--- src/rtl/core/ddd_stream_decoder_top_defines.svh ---
// assertion macros for the stream decoder
`ifndef DDD_STREAM_DECODER_TOP_DEFINES_SVH
`define DDD_STREAM_DECODER_TOP_DEFINES_SVH

// condition holds in the same cycle
`define DDD_ASSERT_SAME(lbl, clk, rst_n, ante, cons) \
	lbl: assert property (@(posedge clk) disable iff (!rst_n) (ante) |-> (cons)) \
	else $error("stream decoder check failed");

// condition holds in the next cycle
`define DDD_ASSERT_NEXT(lbl, clk, rst_n, ante, cons) \
	lbl: assert property (@(posedge clk) disable iff (!rst_n) (ante) |=> (cons)) \
	else $error("stream decoder check failed");

`endif

--- src/rtl/core/ddd_pkg.sv ---
// types, constants and helpers shared by the stream decoder
package ddd_pkg;

	localparam int TRACK_BYTES = 4096;
	localparam int TRACK_COUNT = 35;
	localparam int FAV_COUNT   = 20;
	localparam int FILL_W      = $clog2(TRACK_BYTES + 1);
	localparam int FAV_IDX_W   = $clog2(FAV_COUNT);

	localparam logic [1:0] KIND_VOLUME  = 2'd0;
	localparam logic [1:0] KIND_RUN     = 2'd1;
	localparam logic [1:0] KIND_HDR_ERR = 2'd2;
	localparam logic [1:0] KIND_OVERRUN = 2'd3;

	// prefix code of each favourite and the code length counted with its flag
	localparam logic [7:0] PREFIX_CODE [FAV_COUNT] = '{
		8'h04, 8'h01, 8'h0f, 8'h0e, 8'h0c, 8'h0b, 8'h0a, 8'h06, 8'h05, 8'h1b,
		8'h0f, 8'h09, 8'h08, 8'h03, 8'h02, 8'h01, 8'h00, 8'h35, 8'h1d, 8'h1c
	};
	localparam logic [3:0] PREFIX_TAKEN [FAV_COUNT] = '{
		4'd4, 4'd4, 4'd5, 4'd5, 4'd5, 4'd5, 4'd5, 4'd5, 4'd5, 4'd6,
		4'd6, 4'd6, 4'd6, 4'd6, 4'd6, 4'd6, 4'd6, 4'd7, 4'd7, 4'd7
	};

	typedef enum logic [6:0] {
		PH_HDR    = 7'b0000001,
		PH_FAVS   = 7'b0000010,
		PH_SYM    = 7'b0000100,
		PH_LIT    = 7'b0001000,
		PH_RCHAR  = 7'b0010000,
		PH_RCOUNT = 7'b0100000,
		PH_HALT   = 7'b1000000
	} phase_t;

	typedef struct packed {
		logic [7:0] in_byte;
		logic       first;
	} in_t;

	typedef struct packed {
		logic [1:0] out_kind;
		logic [7:0] out_value;
		logic [8:0] out_count;
		logic [5:0] out_track;
		logic       out_end_of_track;
		logic       out_last;
	} res_t;

	function automatic logic [7:0] flip8(input logic [7:0] v);
		logic [7:0] r;
		for (int i = 0; i < 8; i++) begin
			r[i] = v[7 - i];
		end
		return r;
	endfunction

endpackage

--- src/rtl/core/ddd_front.sv ---
// input side: takes bytes and queues them for the decoder
module ddd_front (
	input  logic         clk,
	input  logic         arst_n,
	input  logic         push,
	output logic         full,
	input  ddd_pkg::in_t item,
	output logic         avail,
	output ddd_pkg::in_t head,
	input  logic         take
);
	import ddd_pkg::*;

	in_t        mem_q [4];
	logic [1:0] wp_q;
	logic [1:0] rp_q;
	logic [2:0] cnt_q;
	logic       wr;
	logic       rd;

	assign full  = (cnt_q == 3'd4);
	assign avail = (cnt_q != 3'd0);
	assign head  = mem_q[rp_q];
	assign wr    = push && !full;
	assign rd    = take && avail;

	// storage
	always_ff @(posedge clk) begin
		if (wr) begin
			mem_q[wp_q] <= item;
		end
	end

	// pointers and fill count
	always_ff @(posedge clk or negedge arst_n) begin
		if (!arst_n) begin
			wp_q  <= '0;
			rp_q  <= '0;
			cnt_q <= '0;
		end else begin
			if (wr) begin
				wp_q <= wp_q + 2'd1;
			end
			if (rd) begin
				rp_q <= rp_q + 2'd1;
			end
			cnt_q <= cnt_q + {2'b0, wr} - {2'b0, rd};
		end
	end

endmodule

--- src/rtl/core/ddd_back.sv ---
// back side: bit-serial code decoder and result queue
module ddd_back (
	input  logic          clk,
	input  logic          arst_n,
	input  logic          avail,
	input  ddd_pkg::in_t  head,
	output logic          take,
	output logic          empty,
	output ddd_pkg::res_t result,
	input  logic          pop
);
	import ddd_pkg::*;

	// bit walker
	logic       busy_q;
	logic       flush_q;
	logic [7:0] sh_q;
	logic [2:0] bit_q;

	// decoder state
	phase_t               ph_q, ph_n;
	logic [7:0]           cv_q, cv_n;
	logic [3:0]           tk_q, tk_n;
	logic [FAV_IDX_W-1:0] fi_q, fi_n;
	logic [7:0]           rc_q, rc_n;
	logic [FILL_W-1:0]    fill_q, fill_n;
	logic [5:0]           trk_q, trk_n;
	logic [7:0]           fav_q [FAV_COUNT];

	res_t pend_q;
	logic pend_v_q;

	logic                 b;
	logic [7:0]           cv_sh;
	logic [3:0]           tk_inc;
	logic                 hit;
	logic [FAV_IDX_W-1:0] hit_idx;
	logic                 fav_we;
	logic [7:0]           fav_wd;
	logic                 run_v;
	logic [7:0]           run_val;
	logic [8:0]           run_cnt;
	logic [FILL_W:0]      sum;
	logic [6:0]           trk_inc;
	logic                 res_v;
	res_t                 res;
	logic                 of_full;
	logic                 step_en;
	logic                 step_done;
	logic                 load;

	// result queue
	res_t       of_mem_q [4];
	logic [1:0] of_wp_q;
	logic [1:0] of_rp_q;
	logic [2:0] of_cnt_q;
	logic       of_push;
	res_t       of_data;
	logic       of_pop;

	assign b       = sh_q[7];
	assign cv_sh   = {cv_q[6:0], b};
	assign tk_inc  = tk_q + 4'd1;
	assign trk_inc = {1'b0, trk_q} + 7'd1;
	assign of_full = (of_cnt_q == 3'd4);
	assign step_en = busy_q && !flush_q && !of_full;
	assign load    = !busy_q && !flush_q && avail;
	assign take    = load;

	// favourite prefix match, lowest index wins
	always_comb begin
		hit     = 1'b0;
		hit_idx = '0;
		for (int i = 0; i < FAV_COUNT; i++) begin
			if (!hit && tk_inc == PREFIX_TAKEN[i] && cv_sh == PREFIX_CODE[i]) begin
				hit     = 1'b1;
				hit_idx = FAV_IDX_W'(i);
			end
		end
	end

	// per-bit decode step
	always_comb begin
		ph_n    = ph_q;
		cv_n    = cv_q;
		tk_n    = tk_q;
		fi_n    = fi_q;
		rc_n    = rc_q;
		fill_n  = fill_q;
		trk_n   = trk_q;
		fav_we  = 1'b0;
		fav_wd  = flip8(cv_sh);
		run_v   = 1'b0;
		run_val = flip8(cv_sh);
		run_cnt = 9'd1;
		res_v   = 1'b0;
		res     = '0;
		sum     = '0;
		unique case (ph_q)
			PH_HDR: begin
				cv_n = cv_sh;
				tk_n = tk_inc;
				if (tk_inc == 4'd3) begin
					if (cv_sh != 8'd0) begin
						res_v        = 1'b1;
						res.out_kind = KIND_HDR_ERR;
						ph_n         = PH_HALT;
					end
					cv_n = '0;
				end else if (tk_inc >= 4'd11) begin
					res_v         = 1'b1;
					res.out_kind  = KIND_VOLUME;
					res.out_value = flip8(cv_sh);
					cv_n          = '0;
					tk_n          = '0;
					fi_n          = '0;
					ph_n          = PH_FAVS;
				end
			end
			PH_FAVS: begin
				cv_n = cv_sh;
				tk_n = tk_inc;
				if (tk_inc >= 4'd8) begin
					fav_we = 1'b1;
					fi_n   = fi_q + FAV_IDX_W'(1);
					cv_n   = '0;
					tk_n   = '0;
					if (fi_q == FAV_IDX_W'(FAV_COUNT - 1)) begin
						ph_n = PH_SYM;
					end
				end
			end
			PH_SYM: begin
				if (tk_q == 4'd0) begin
					if (!b) begin
						ph_n = PH_LIT;
					end else begin
						tk_n = 4'd1;
						cv_n = '0;
					end
				end else if (tk_q < 4'd7) begin
					cv_n = cv_sh;
					tk_n = tk_inc;
					if (hit) begin
						cv_n    = '0;
						tk_n    = '0;
						run_v   = 1'b1;
						run_val = fav_q[hit_idx];
					end
				end else begin
					// pad bit of the run escape
					cv_n = '0;
					tk_n = '0;
					ph_n = PH_RCHAR;
				end
			end
			PH_LIT: begin
				cv_n = cv_sh;
				tk_n = tk_inc;
				if (tk_inc >= 4'd8) begin
					cv_n  = '0;
					tk_n  = '0;
					ph_n  = PH_SYM;
					run_v = 1'b1;
				end
			end
			PH_RCHAR: begin
				cv_n = cv_sh;
				tk_n = tk_inc;
				if (tk_inc >= 4'd8) begin
					rc_n = flip8(cv_sh);
					cv_n = '0;
					tk_n = '0;
					ph_n = PH_RCOUNT;
				end
			end
			PH_RCOUNT: begin
				cv_n = cv_sh;
				tk_n = tk_inc;
				if (tk_inc >= 4'd8) begin
					cv_n    = '0;
					tk_n    = '0;
					ph_n    = PH_SYM;
					run_v   = 1'b1;
					run_val = rc_q;
					// a zero count stands for a full 256
					run_cnt = (cv_sh == 8'd0) ? 9'd256 : {1'b0, flip8(cv_sh)};
				end
			end
			default: begin
			end
		endcase

		// track accounting for a finished run
		if (run_v) begin
			sum = {1'b0, fill_q} + (FILL_W + 1)'(run_cnt);
			res_v = 1'b1;
			res.out_track = trk_q;
			if (sum > (FILL_W + 1)'(TRACK_BYTES)) begin
				res.out_kind = KIND_OVERRUN;
				ph_n         = PH_HALT;
			end else begin
				res.out_kind  = KIND_RUN;
				res.out_value = run_val;
				res.out_count = run_cnt;
				if (sum == (FILL_W + 1)'(TRACK_BYTES)) begin
					res.out_end_of_track = 1'b1;
					fill_n = '0;
					trk_n  = trk_inc[5:0];
					fi_n   = '0;
					cv_n   = '0;
					tk_n   = '0;
					ph_n   = (trk_inc >= 7'(TRACK_COUNT)) ? PH_HALT : PH_FAVS;
				end else begin
					fill_n = sum[FILL_W-1:0];
				end
			end
		end
	end

	assign step_done = (bit_q == 3'd7) || (ph_n == PH_HALT);

	// result queue write side
	always_comb begin
		of_push = 1'b0;
		of_data = pend_q;
		if (flush_q && !of_full && pend_v_q) begin
			of_push          = 1'b1;
			of_data.out_last = 1'b1;
		end else if (step_en && res_v && pend_v_q) begin
			of_push          = 1'b1;
			of_data.out_last = 1'b0;
		end
	end

	// favourite table
	always_ff @(posedge clk) begin
		if (step_en && fav_we) begin
			fav_q[fi_q] <= fav_wd;
		end
	end

	// byte walker and decoder state
	always_ff @(posedge clk or negedge arst_n) begin
		if (!arst_n) begin
			busy_q   <= 1'b0;
			flush_q  <= 1'b0;
			sh_q     <= '0;
			bit_q    <= '0;
			ph_q     <= PH_HDR;
			cv_q     <= '0;
			tk_q     <= '0;
			fi_q     <= '0;
			rc_q     <= '0;
			fill_q   <= '0;
			trk_q    <= '0;
			pend_q   <= '0;
			pend_v_q <= 1'b0;
		end else if (load) begin
			sh_q  <= head.in_byte;
			bit_q <= '0;
			if (head.first) begin
				ph_q   <= PH_HDR;
				cv_q   <= '0;
				tk_q   <= '0;
				fi_q   <= '0;
				rc_q   <= '0;
				fill_q <= '0;
				trk_q  <= '0;
				busy_q <= 1'b1;
			end else begin
				busy_q <= (ph_q != PH_HALT);
			end
		end else if (flush_q) begin
			if (!of_full) begin
				flush_q  <= 1'b0;
				pend_v_q <= 1'b0;
			end
		end else if (step_en) begin
			ph_q   <= ph_n;
			cv_q   <= cv_n;
			tk_q   <= tk_n;
			fi_q   <= fi_n;
			rc_q   <= rc_n;
			fill_q <= fill_n;
			trk_q  <= trk_n;
			sh_q   <= {sh_q[6:0], 1'b0};
			bit_q  <= bit_q + 3'd1;
			if (res_v) begin
				pend_q   <= res;
				pend_v_q <= 1'b1;
			end
			if (step_done) begin
				busy_q  <= 1'b0;
				flush_q <= pend_v_q || res_v;
			end
		end
	end

	// result queue storage
	always_ff @(posedge clk) begin
		if (of_push) begin
			of_mem_q[of_wp_q] <= of_data;
		end
	end

	assign empty  = (of_cnt_q == 3'd0);
	assign result = of_mem_q[of_rp_q];
	assign of_pop = pop && !empty;

	// result queue pointers
	always_ff @(posedge clk or negedge arst_n) begin
		if (!arst_n) begin
			of_wp_q  <= '0;
			of_rp_q  <= '0;
			of_cnt_q <= '0;
		end else begin
			if (of_push) begin
				of_wp_q <= of_wp_q + 2'd1;
			end
			if (of_pop) begin
				of_rp_q <= of_rp_q + 2'd1;
			end
			of_cnt_q <= of_cnt_q + {2'b0, of_push} - {2'b0, of_pop};
		end
	end

endmodule

--- src/rtl/core/ddd_stream_decoder_top.sv ---
// top level of the compressed disk image stream decoder
//
//  channel   dir  handshake         payload
//  input     in   push / full       item   (in_byte, first)
//  results   out  pop / empty       result (kind, value, count, track, eot, last)
//
// a byte is loaded from the input queue, then decoded bit by bit while the result queue has room, and
// when it yields a record, its last record is then flushed to the result queue marked last
// a byte that halts the decoder stops at that bit; a byte ignored while halted is loaded and dropped
// reset is asynchronous; the decoder starts in the header phase
// a full result queue stalls the decoder; the four-entry input queue then fills and raises full
module ddd_stream_decoder_top (
	input  logic          clk,
	input  logic          arst_n,
	input  logic          push,
	output logic          full,
	input  ddd_pkg::in_t  item,
	output logic          empty,
	input  logic          pop,
	output ddd_pkg::res_t result
);
	import ddd_pkg::*;

	`include "ddd_stream_decoder_top_defines.svh"

	logic avail;
	in_t  head;
	logic take;
	logic rec_v;
	logic rec_run;
	logic rec_untracked;

	// byte queue
	ddd_front u_front (
		.clk   (clk),
		.arst_n(arst_n),
		.push  (push),
		.full  (full),
		.item  (item),
		.avail (avail),
		.head  (head),
		.take  (take)
	);

	// decoder and result queue
	ddd_back u_back (
		.clk   (clk),
		.arst_n(arst_n),
		.avail (avail),
		.head  (head),
		.take  (take),
		.empty (empty),
		.result(result),
		.pop   (pop)
	);

	// record at the result ports and its kind
	assign rec_v         = !empty;
	assign rec_run       = rec_v && result.out_kind == KIND_RUN;
	assign rec_untracked = rec_v &&
		(result.out_kind == KIND_VOLUME || result.out_kind == KIND_HDR_ERR);

	// error records halt the decoder, so they close their byte
	`DDD_ASSERT_SAME(a_err_last, clk, arst_n, rec_v && result.out_kind[1], result.out_last)
	// every run carries a nonzero count
	`DDD_ASSERT_SAME(a_run_count, clk, arst_n, rec_run, result.out_count != 9'd0)
	// volume and header error records belong to no track
	`DDD_ASSERT_SAME(a_hdr_track, clk, arst_n, rec_untracked, {result.out_track, result.out_end_of_track} == 7'd0)

endmodule

--- config.mk ---
export PLATFORM = sky130hd
export DESIGN_NAME = ddd_stream_decoder_top
export DESIGN_NICKNAME = d
export VERILOG_FILES = /design/src/rtl/core/ddd_pkg.sv /design/src/rtl/core/ddd_front.sv /design/src/rtl/core/ddd_back.sv /design/src/rtl/core/ddd_stream_decoder_top.sv
export VERILOG_INCLUDE_DIRS = /design/src /design/src/rtl/core
export SDC_FILE = /design/constraint.sdc
export NUM_CORES = 1
export LEC_CHECK = 0
export BUFFER_PORTS_ARGS = -buffer_cell sky130_fd_sc_hd__buf_2
export CELL_PAD_IN_SITES_DETAIL_PLACEMENT = 1
export CELL_PAD_IN_SITES_GLOBAL_PLACEMENT = 2
export CORE_MARGIN = 3
export CORE_UTILIZATION = 45
export DETAILED_ROUTE_END_ITERATION = 16
export HOLD_SLACK_MARGIN = 0.12
export MAX_ROUTING_LAYER = met4
export PLACE_DENSITY = 0.89
export RECOVER_POWER = 25
export SLEW_MARGIN = 20
export SYNTH_ARGS = -nofsm -noshare
export SYNTH_HDL_FRONTEND = slang
export SYNTH_SLANG_ARGS = --single-unit
--- constraint.sdc ---
create_clock -name clk -period 6.8 [get_ports clk]
set_clock_uncertainty 0.15 [all_clocks]
set_input_delay 0.34 -clock clk [delete_from_list [all_inputs] [get_ports clk]]
set_output_delay 0.34 -clock clk [all_outputs]
set_load 0.02 [all_outputs]
==> metrics.cfg, run 1 <==
[final_layout]
final_cell_mix=edfxtp_1 (304), nand2_1 (163), dfrtp_1 (102)
seq_area_um2=11700
nNetsFinal=1509
fillerInstances=4020
drive_gt1_share_pct=13.6
multi_input_area_um2=6290
final_common_cell=edfxtp_1
area_delta_synth_final_pct=12.6
diodes=0

[synth]
yosysSeqAreaShare_pct=63.8
synthesis.nets=1446
netlist_area_um2=18400
ys_ff_latch=408
syn_area_per_cell_um2=13.2
synthesis.instances=1396
synth_cell_type_count=81
synth_warnings=0
synth-edff-count=304
synth_ff_type=edfxtp_1
postSynth.asyncResetShare_pct=25.5

[detailed_routing]
final_antenna_net_count=0
routed_wl_mm=48.8
wl_per_cell_um=24.2
drt_pass1_iterations=5
drt_iter0_markers=1004
dr_total_vias=12229
post_drt_via_cell_ratio=6.07
drc_errors=0

[timing]
worst_slew_pin_slew_ns=3.14
rsz0062_at_grt=false
fmax_mhz=162
finalHoldViolations=0
fin_crit_sh_pct=90.8
maxSlewViolCount=86
fin_crit_ns=6.17
max_slew_margin_pct=-109
setup-violations-final=0
setup_tns_ns=0

[global_routing]
grt_max_degree=56
grt_pass1_wl_mm=76.4
grt_usage_pct=23.1
overflow=0
grt_pass1_vias=12841
antenna_found_initial=1

[clocking]
worstSkewPairLatency_ns=0.57
cts.sinks=408
ctsResizeCount=0
clkTransAtPathRegs_ns=0.06
postCtsSetupBuffers=0
cts_tree=done
cts-root-buf=clkbuf_16
cts.htree.levels=2
clk_path_buf_depth=3
cts_buffers=43

[worst_setup_path]
crit_path_max_incr_delay_ns=0.58
rrSetupSlack_ns=0.63
critPathMaxFanout=18
crit_arrival_ns=6.52
crit_top_cell=o21ai_0
crit_slowest_cell=o21ai_0
cp_cell_sequence=nand3_1 -> xnor2_1 -> and4_1 -> buf_4 -> nand2b_1 -> ha_1 -> fa_1 -> a211oi_1 -> nor2_1 -> o21ai_0 -> o32a_1 -> nand4_1 -> o21ai_0 -> and2_1 -> o211ai_1 -> or4b_1 -> nand2_1
required_ns=7.15
endpoint_kind=register
crit_type=register to register
cp-start-kind=register

[floorplan]
die_area_um2=43300
coreArea_um2=40100
die_x_um=208
start_util_pct=45.9
rows=73
num_io_pins=42
die_height_um=208

[power]
power_density_nw_per_um2=335
ir_worst_vdd_uv=206
power.total_uw=6940
cellLeakagePower_uw=0.00774

[flow_run]
maxCapViolations=2

[min_path]
hold_path_class=register to register

[placed_design]
gp_congestion=0.886
port_buffers=41
dp_hpwl_mm=32.0

[status]
status=finished, violations left
violations=max-capacitance violations, max-slew violations

per-layer routing:
layer	vias up	global-route usage (%)	share of wire (%)
li1	5487	-	-
met1	6338	30.9	44
met2	339	37.3	49
met3	65	3.81	5.3
met4	0	6.14	2.4
met5	-	-	0
area by class of cell:
type / count / share of cell area (%)
Inverter: 30 / 0.544
Tap cell: 525 / 3.17
Multi-Input combinational cell: 889 / 30.4
Clock buffer: 52 / 5.36
Clock inverter: 24 / 1.11
Sequential cell: 408 / 56.6
Timing Repair Buffer: 87 / 2.78
report_power, final:
part | internal (uW) | switching [uW]
clock network | 1320 | 968
registers | 2880 | 234
logic | 600 | 945
Yosys cell counts (10+ instances only):
master    instances  area share [%]
a21oi_1          55             1.5
a22o_1           32             1.5
a22oi_1          11            0.45
a31oi_1          11            0.37
a32o_1           10            0.54
and2_1           22            0.75
and3_1           28            0.95
clkbuf_1         56             1.1
dfrtp_1         103              14
edfxtp_1        304              50
ha_1             34             2.3
inv_1            29            0.59
mux2_2           17             1.0
mux2i_1          31             1.7
mux4_2           36             4.4
nand2_1         163             3.3
nand2b_1         12            0.41
nand3_1          38             1.0
nand4_1          17            0.58
nor2_1           84             1.7
nor2b_1          10            0.34
nor3_1           21            0.57
o21ai_0          57             1.6
o22ai_1          13            0.44
o31ai_1          11            0.45
xnor2_1          14            0.67
registers in the layout, indices dropped and copies added, names as in the netlist:
register / cells
u_back.rc_q: 8
u_back.of_rp_q: 2
u_front.mem_q: 36
u_front.cnt_q: 3
u_back.bit_q: 3
u_back.tk_q: 4
u_back.cv_q: 7
u_back.of_wp_q: 2
u_back.trk_q: 6
u_back.sh_q: 8
u_back.fill_q: 13
u_back.fav_q: 160
u_front.wp_q: 2
u_back.flush_q: 1
u_back.fi_q: 5
u_back.ph_q: 7
u_back.of_mem_q: 108
u_back.of_data: 26
u_back.busy_q: 1
u_back.of_cnt_q: 3
u_front.rp_q: 2
u_back.pend_v_q: 1
path summary, 6_finish.rpt:
check	start	to	cells past startpoint
worst min register to register	u_back.sh_q[2]	u_back.sh_q[2]	2
min in group asynchronous	arst_n	u_back.of_rp_q[0]	2
worst max register to register	u_back.tk_q[0]	u_back.trk_q[3]	17
max in group asynchronous	arst_n	u_back.cv_q[5]	3
worst min-delay path	u_back.sh_q[2]	u_back.sh_q[2]	2
worst max-delay path	u_back.tk_q[0]	u_back.trk_q[3]	17
metrics by stage:
stage | hold slack (ns) | instances | utilization, % | setup WS, ns | instance area [um^2]
2_1_floorplan | -0.106 | 1396 | - | 1.57 | 18400
3_5_place_dp | 0.299 | 1927 | 48.1 | 0.723 | 19300
5_1_grt | 0.361 | 2015 | 51.7 | 0.235 | 20700
3_3_place_gp | 0.301 | 1927 | 48.1 | 0.785 | 19300
6_report | 0.322 | 2015 | 51.7 | 0.626 | 20700
4_1_cts | 0.243 | 2015 | 51.7 | 0.682 | 20700
cells by family (layout without fill, tap and decap cells):
group / after synthesis / count (layout) / synth area share [%]
XOR/XNOR: 19 / 19 / 0.904
buffers and inverters: 99 / 193 / 2.14
flip-flops: 408 / 408 / 63.8
adder cells (fa/ha/maj): 37 / 37 / 2.64
AO/OA/AOI/OAI: 296 / 296 / 11.3
AND/OR/NAND/NOR: 453 / 453 / 12.1
multiplexers: 84 / 84 / 7.13
critical path, delay by kind of cell, from the launching register on:
kind                     cells  cell delay, ns
flip-flops                   1            0.52
AND/OR/NAND/NOR              8            2.00
buffers and inverters        1            0.23
adder cells (fa/ha/maj)      2            0.68
AO/OA/AOI/OAI                5            1.94
XOR/XNOR                     1            0.57
repair_timing:
action,4_1_cts,5_1_grt
setup endpoints to repair,0,0
hold buffers,12,0
hold endpoints to repair,94,0
No activity file was read; power rests on OpenSTA's default activity.
==> inputs of run 2 (changes only) <==
--- a/config.mk
+++ b/config.mk
@@ -7,6 +7,7 @@
 export NUM_CORES = 1
 export LEC_CHECK = 0
 export BUFFER_PORTS_ARGS = -buffer_cell sky130_fd_sc_hd__buf_2
+export CAP_MARGIN = 40
 export CELL_PAD_IN_SITES_DETAIL_PLACEMENT = 1
 export CELL_PAD_IN_SITES_GLOBAL_PLACEMENT = 2
 export CORE_MARGIN = 3
==> constraint.sdc (replaced) <==
create_clock -name clk -period 5.9 [get_ports clk]
set_clock_uncertainty 0.15 [all_clocks]
set_input_delay 0.295 -clock clk [delete_from_list [all_inputs] [get_ports clk]]
set_output_delay 0.295 -clock clk [all_outputs]
set_load 0.02 [all_outputs]
==> run 2 against run 1 <==
The run still ends with max-capacitance violations, max-slew violations left; cell count rose by 1.8%; sequential share of layout area shrank 1.0 points; global-route usage rose by 1.2 points; sequential power increased by 15%; register-to-register slack lost 0.14 ns; via count increased by 3.1%; routed wire length rose by 5.0%; non-clock buffer count increased by 31; worst hold slack better by 0.0027 ns; critical path type unchanged.
==> metrics.cfg, run 2 (synthesized netlist as in run 1, its figures left out) <==
[final_layout]
fillerInstances=3965  ; -1.4%
fin_area_um2=21100  ; +1.8%
drive_gt1_share_pct=15.6  ; +2.0 points
area_delta_synth_final_pct=14.6
final_cells=2051  ; +1.8%
seq_area_um2=11700  ; unchanged
multi_input_area_um2=6290  ; about the same
top_regs=u_back.fav_q: 160 flops, u_back.of_mem_q: 108 flops, u_front.mem_q: 36 flops
largest_reg_flops=160  ; unchanged
diodes=0  ; unchanged
nNetsFinal=1541  ; +2.1%
final_common_cell=edfxtp_1
final_cell_mix=edfxtp_1 (304), nand2_1 (163), dfrtp_1 (102)
top_register=u_back.fav_q

[power]
sw_frac_of_total_pct=31.0  ; +0.044 points
power_density_nw_per_um2=388  ; +16%
p_int_uw=5650  ; +18%
clkPwrFrac_pct=33.6  ; +0.7 points
power_frac_comb_pct=22.6  ; +0.3 points
cellLeakagePower_uw=0.00797  ; +2.9%
ir_worst_vdd_uv=268  ; +30%
power_frac_seq_pct=43.7  ; -1.1 points
net-switching-power_uw=2540  ; +18%

[floorplan]
die_area_um2=43300  ; unchanged
die_height_um=208  ; unchanged
num_io_pins=42  ; unchanged
rows=73  ; unchanged
start_util_pct=45.9  ; unchanged
coreArea_um2=40100  ; unchanged
die_x_um=208  ; unchanged

[clocking]
cts-root-buf=clkbuf_16
cts.sinks=408  ; unchanged
clk_path_buf_depth=3  ; unchanged
clkTransAtPathRegs_ns=0.07  ; about the same
worstSkewPairLatency_ns=0.58  ; about the same
cts_tree=done
cts_buffers=44  ; +2.3%
cts.htree.levels=2  ; unchanged

[global_routing]
grt_max_degree=60  ; +7.1%
grt_usage_pct=24.3  ; +1.2 points
grt_pass1_vias=13179  ; +2.6%
antenna_found_initial=0  ; -1
grt_pass1_wl_mm=80.1  ; +4.8%
overflow=0  ; unchanged

[min_path]
hold_path_class=register to register
hold_depth=2  ; unchanged

[worst_setup_path]
cp-start-kind=register
worstRegToRegCells=17  ; unchanged
critPathMaxFanout=10  ; -8
endpoint_kind=register
required_ns=6.27  ; -0.88 ns
crit_arrival_ns=5.79  ; -0.73 ns
crit_type=register to register

[placed_design]
place_area_um2=19400  ; +0.92%
pre_cts_slack_ns=0.488  ; -0.235 ns
port_buffers=41  ; unchanged
dp_cells=1948  ; +1.1%
dp_hpwl_mm=34.0  ; +6.4%
gp_congestion=0.915  ; +3.2%

[detailed_routing]
drt_iter0_markers=1149  ; +14%
dr_total_vias=12602  ; +3.1%
wl_per_cell_um=25.0  ; +3.2%
post_drt_via_cell_ratio=6.14  ; +1.2%
drt_pass1_iterations=7  ; +2
routed_wl_mm=51.2  ; +5.0%
final_antenna_net_count=0  ; unchanged
drc_errors=0  ; unchanged

[timing]
maxSlewViolCount=47  ; -45%
max_slew_margin_pct=-85.1  ; +24 points
fin_crit_sh_pct=91.8  ; +1.0 points
setup_tns_ns=0  ; unchanged
setup-violations-final=0  ; unchanged
worst_slew_pin_slew_ns=2.78  ; -0.362 ns
fin_ws_ns=0.484  ; -0.142 ns
rsz0062_at_grt=false
fmax_mhz=185  ; +14%
timing.hold.ws_ns=0.325  ; +0.00270 ns
fin_crit_ns=5.42  ; -0.758 ns
finalHoldViolations=0  ; unchanged

[flow_run]
maxCapViolations=1  ; -1

[status]
violations=max-capacitance violations, max-slew violations
status=finished, violations left

-- run 2: final timing paths --
check	startpoint	end	slack, ns
max reg2reg	u_back.tk_q[0]	u_back.trk_q[3]	0.48
min reg2reg	u_back.sh_q[5]	u_back.sh_q[5]	0.32
min in group asynchronous	arst_n	u_back.of_rp_q[0]	0.98
max	u_back.tk_q[0]	u_back.trk_q[3]	0.48
min	u_back.sh_q[5]	u_back.sh_q[5]	0.32
max in group asynchronous	arst_n	u_back.fill_q[11]	2.80
-- run 2: layout make-up --
class / count / area share, %
repair buffers: 118 / 4.00
clock inverters: 25 / 1.08
flip-flops and latches: 408 / 55.6
well taps: 525 / 3.12
multi-input cells: 889 / 29.8
inverters: 30 / 0.534
clock buffers: 56 / 5.79
-- run 2: layer usage --
metal	up-vias	share of wire, %	GRT usage, %
met3	69	5.7	3.78
met4	0	1.7	5.49
met5	-	0	-
met2	410	50	40.4
li1	5552	-	-
met1	6571	42	31.9
-- run 2: power by group through the flow --
stage | combinational [uW] | clock, uW | sequential [uW]
floorplan | 1320 | 0 | 3490
global placement | 1710 | 0 | 3650
detailed placement | 1830 | 0 | 3640
CTS | 1860 | 2790 | 3590
global route | 2020 | 2920 | 3620
finish | 1850 | 2750 | 3580
-- run 2: per-stage QoR --
step                util (%)  total power [uW]
floorplan                  -              4800
global placement        48.2              5360
detailed placement      48.5              5470
CTS                     52.4              8230
global route            52.6              8560
finish                  52.6              8190
-- run 2: what timing repair did --
action	in CTS	in global routing
buffers inserted	0	0
gates resized for setup	0	2
hold buffers	12	0
endpoints found under the hold margin	85	0
endpoints found under the setup margin	0	1
-- run 2: worst max-delay path: stages, from the launching register on --
cell and delay, ns:
dfrtp_1 0.53, nand3_1 0.19, xnor2_1 0.17, buf_4 0.18, and4_1 0.26, nand2b_1 0.10
ha_1 0.25, fa_1 0.45, a211oi_1 0.47, o21ba_2 0.25, o22ai_1 0.08, nor4b_1 0.39
nand4_1 0.26, o21ai_1 0.30, and2_1 0.38, o211ai_1 0.29, or4b_1 0.58, nand2_1 0.08
==> inputs of run 3 (changes only) <==
--- a/config.mk
+++ b/config.mk
@@ -16,7 +16,6 @@
 export HOLD_SLACK_MARGIN = 0.12
 export MAX_ROUTING_LAYER = met4
 export PLACE_DENSITY = 0.89
-export RECOVER_POWER = 25
 export SLEW_MARGIN = 20
 export SYNTH_ARGS = -nofsm -noshare
 export SYNTH_HDL_FRONTEND = slang
==> run 3 against run 2 <==
The flow now finishes without violations; sequential share of layout area is 0.10 points lower; fmax about the same; die area did not move; count of clock-buffer cells in the layout unchanged; utilization rose by 0.097 points; cell count did not move; critical path type unchanged; largest cell class unchanged; highest routed layer unchanged.
==> metrics.cfg, run 3 (synthesized netlist as in run 1, its figures left out) <==
[placed_design]
gp_congestion=0.915  ; unchanged
dp_hpwl_mm=34.0  ; unchanged
place_area_um2=19400  ; unchanged
port_buffers=41  ; unchanged

[timing]
setup-violations-final=0  ; unchanged
rsz0062_at_grt=false
fmax_mhz=185  ; about the same
setup_tns_ns=0  ; unchanged
finalHoldViolations=0  ; unchanged
maxSlewViolCount=0  ; -100%
fin_crit_ns=5.42  ; +0.0000830 ns
worst_slew_pin_slew_ns=0.822  ; -1.96 ns
max_slew_margin_pct=43.8  ; +130 points
fin_crit_sh_pct=91.8  ; about the same

[floorplan]
coreArea_um2=40100  ; unchanged
die_height_um=208  ; unchanged
num_io_pins=42  ; unchanged
rows=73  ; unchanged
die_x_um=208  ; unchanged
start_util_pct=45.9  ; unchanged
die_area_um2=43300  ; unchanged

[global_routing]
grt_pass1_wl_mm=80.1  ; unchanged
antenna_found_initial=0  ; unchanged
grt_usage_pct=24.3  ; unchanged
grt_max_degree=60  ; unchanged
overflow=0  ; unchanged
grt_pass1_vias=13179  ; unchanged

[worst_setup_path]
crit_path_max_incr_delay_ns=0.58  ; about the same
r2r_start=u_back.tk_q[0]
critPathMaxFanout=10  ; unchanged
required_ns=6.27  ; about the same
startpoint=u_back.tk_q[0]
crit_arrival_ns=5.79  ; about the same
cp-start-kind=register
path_buf_inv=1  ; unchanged
endpoint_kind=register
cp_cell_sequence=nand3_1 -> xnor2_1 -> buf_4 -> and4_1 -> nand2b_1 -> ha_1 -> fa_1 -> a211oi_1 -> o21ba_2 -> o22ai_1 -> nor4b_1 -> nand4_1 -> o21ai_1 -> and2_1 -> o211ai_1 -> or4b_1 -> nand2_1
crit_family=simple AND/OR/NAND/NOR gates
crit_type=register to register
crit_slowest_cell=or4b_1

[final_layout]
top_regs=u_back.fav_q: 160 flops, u_back.of_mem_q: 108 flops, u_front.mem_q: 36 flops
top_register=u_back.fav_q
fin_area_um2=21100  ; +0.18%
diodes=0  ; unchanged
drive_gt1_share_pct=16.3  ; +0.72 points
final_cell_mix=edfxtp_1 (304), nand2_1 (163), dfrtp_1 (102)
largest_reg_flops=160  ; unchanged
area_delta_synth_final_pct=14.8
final_common_cell=edfxtp_1
nNetsFinal=1541  ; unchanged

[detailed_routing]
dr_total_vias=12588  ; -0.11%
wl_per_cell_um=24.9  ; -0.14%
routed_wl_mm=51.2  ; -0.14%
post_drt_via_cell_ratio=6.14  ; -0.11%
drc_errors=0  ; unchanged
drt_pass1_iterations=5  ; -2
final_antenna_net_count=0  ; unchanged
drt_iter0_markers=1151  ; +0.17%

[clocking]
worstSkewPairLatency_ns=0.58  ; about the same
postCtsSetupBuffers=0  ; unchanged
clk_path_buf_depth=3  ; unchanged
cts-root-buf=clkbuf_16
cts_buffers=44  ; unchanged
clkTransAtPathRegs_ns=0.07  ; about the same
cts.htree.levels=2  ; unchanged
cts.sinks=408  ; unchanged
cts_tree=done

[power]
clkPwrFrac_pct=33.6  ; about the same
p_int_uw=5660  ; +0.13%
power_density_nw_per_um2=388  ; -0.13%
sw_frac_of_total_pct=30.9  ; -0.050 points
power_frac_seq_pct=43.7  ; about the same
ir_worst_vdd_uv=269  ; +0.54%
power_frac_comb_pct=22.7  ; about the same
net-switching-power_uw=2530  ; -0.11%
cellLeakagePower_uw=0.00801  ; +0.49%

[flow_run]
maxCapViolations=0  ; -1

[min_path]
hold_path_class=input port to async pin

[status]
status=finished clean

[run 3: stage by stage]
stage          util (%)  instances  hold WS [ns]  total power, uW  setup slack (ns)
2_1_floorplan         -       1396        -0.151             4800             0.673
3_3_place_gp       48.2       1935         0.202             5360             0.639
3_5_place_dp       48.5       1948         0.211             5470             0.488
4_1_cts            52.4       2041         0.162             8230             0.447
5_1_grt            52.7       2051         0.171             8570            0.0738
6_report           52.7       2051         0.125             8190             0.484
[run 3: path summary, 6_finish.rpt]
path / end / cells after the start / slack [ns]
min: u_back.of_rp_q[0] / 2 / 0.13
max: u_back.trk_q[3] / 17 / 0.48
max in group asynchronous: u_back.fill_q[11] / 4 / 4.38
max reg2reg: u_back.trk_q[3] / 17 / 0.48
min reg2reg: u_back.sh_q[5] / 2 / 0.32
min in group clk: u_front.mem_q[2][4] / 2 / 0.32
[run 3: cell type report]
cell class,count,area (um^2)
Fill cell,3965,19000
Sequential cell,408,11700
Multi-Input combinational cell,889,6290
Clock buffer,56,1220
Timing Repair Buffer,118,882
Tap cell,525,657
Clock inverter,25,228
Inverter,30,113
[run 3: layer usage]
metal,wire (um),global-route usage [%]
met1,21500,31.9
met3,2970,3.78
met4,922,5.49
met5,0,-
met2,25800,40.4
[run 3: timing repair]
| item | 4_1_cts | 5_1_grt |
|---|---|---|
| hold buffers | 12 | 0 |
| setup endpoints to repair | 0 | 1 |
| gates resized for setup | 0 | 2 |
| hold endpoints to repair | 85 | 0 |
[run 3: power by group through the flow]
stage	Clock [uW]	Combinational, uW	Sequential [uW]
after detailed placement	0	1830	3640
after CTS	2790	1860	3590
after global placement	0	1710	3650
after floorplan	0	1320	3490
final	2750	1860	3580
after global routing	2920	2030	3620
[run 3: worst register-to-register path, stage by stage (launching register included)]
cell and delay [ns]:
dfrtp_1 0.53, nand3_1 0.19, xnor2_1 0.17, buf_4 0.18, and4_1 0.26, nand2b_1 0.10
ha_1 0.25, fa_1 0.45, a211oi_1 0.47, o21ba_2 0.25, o22ai_1 0.08, nor4b_1 0.39
nand4_1 0.26, o21ai_1 0.30, and2_1 0.38, o211ai_1 0.29, or4b_1 0.58, nand2_1 0.08
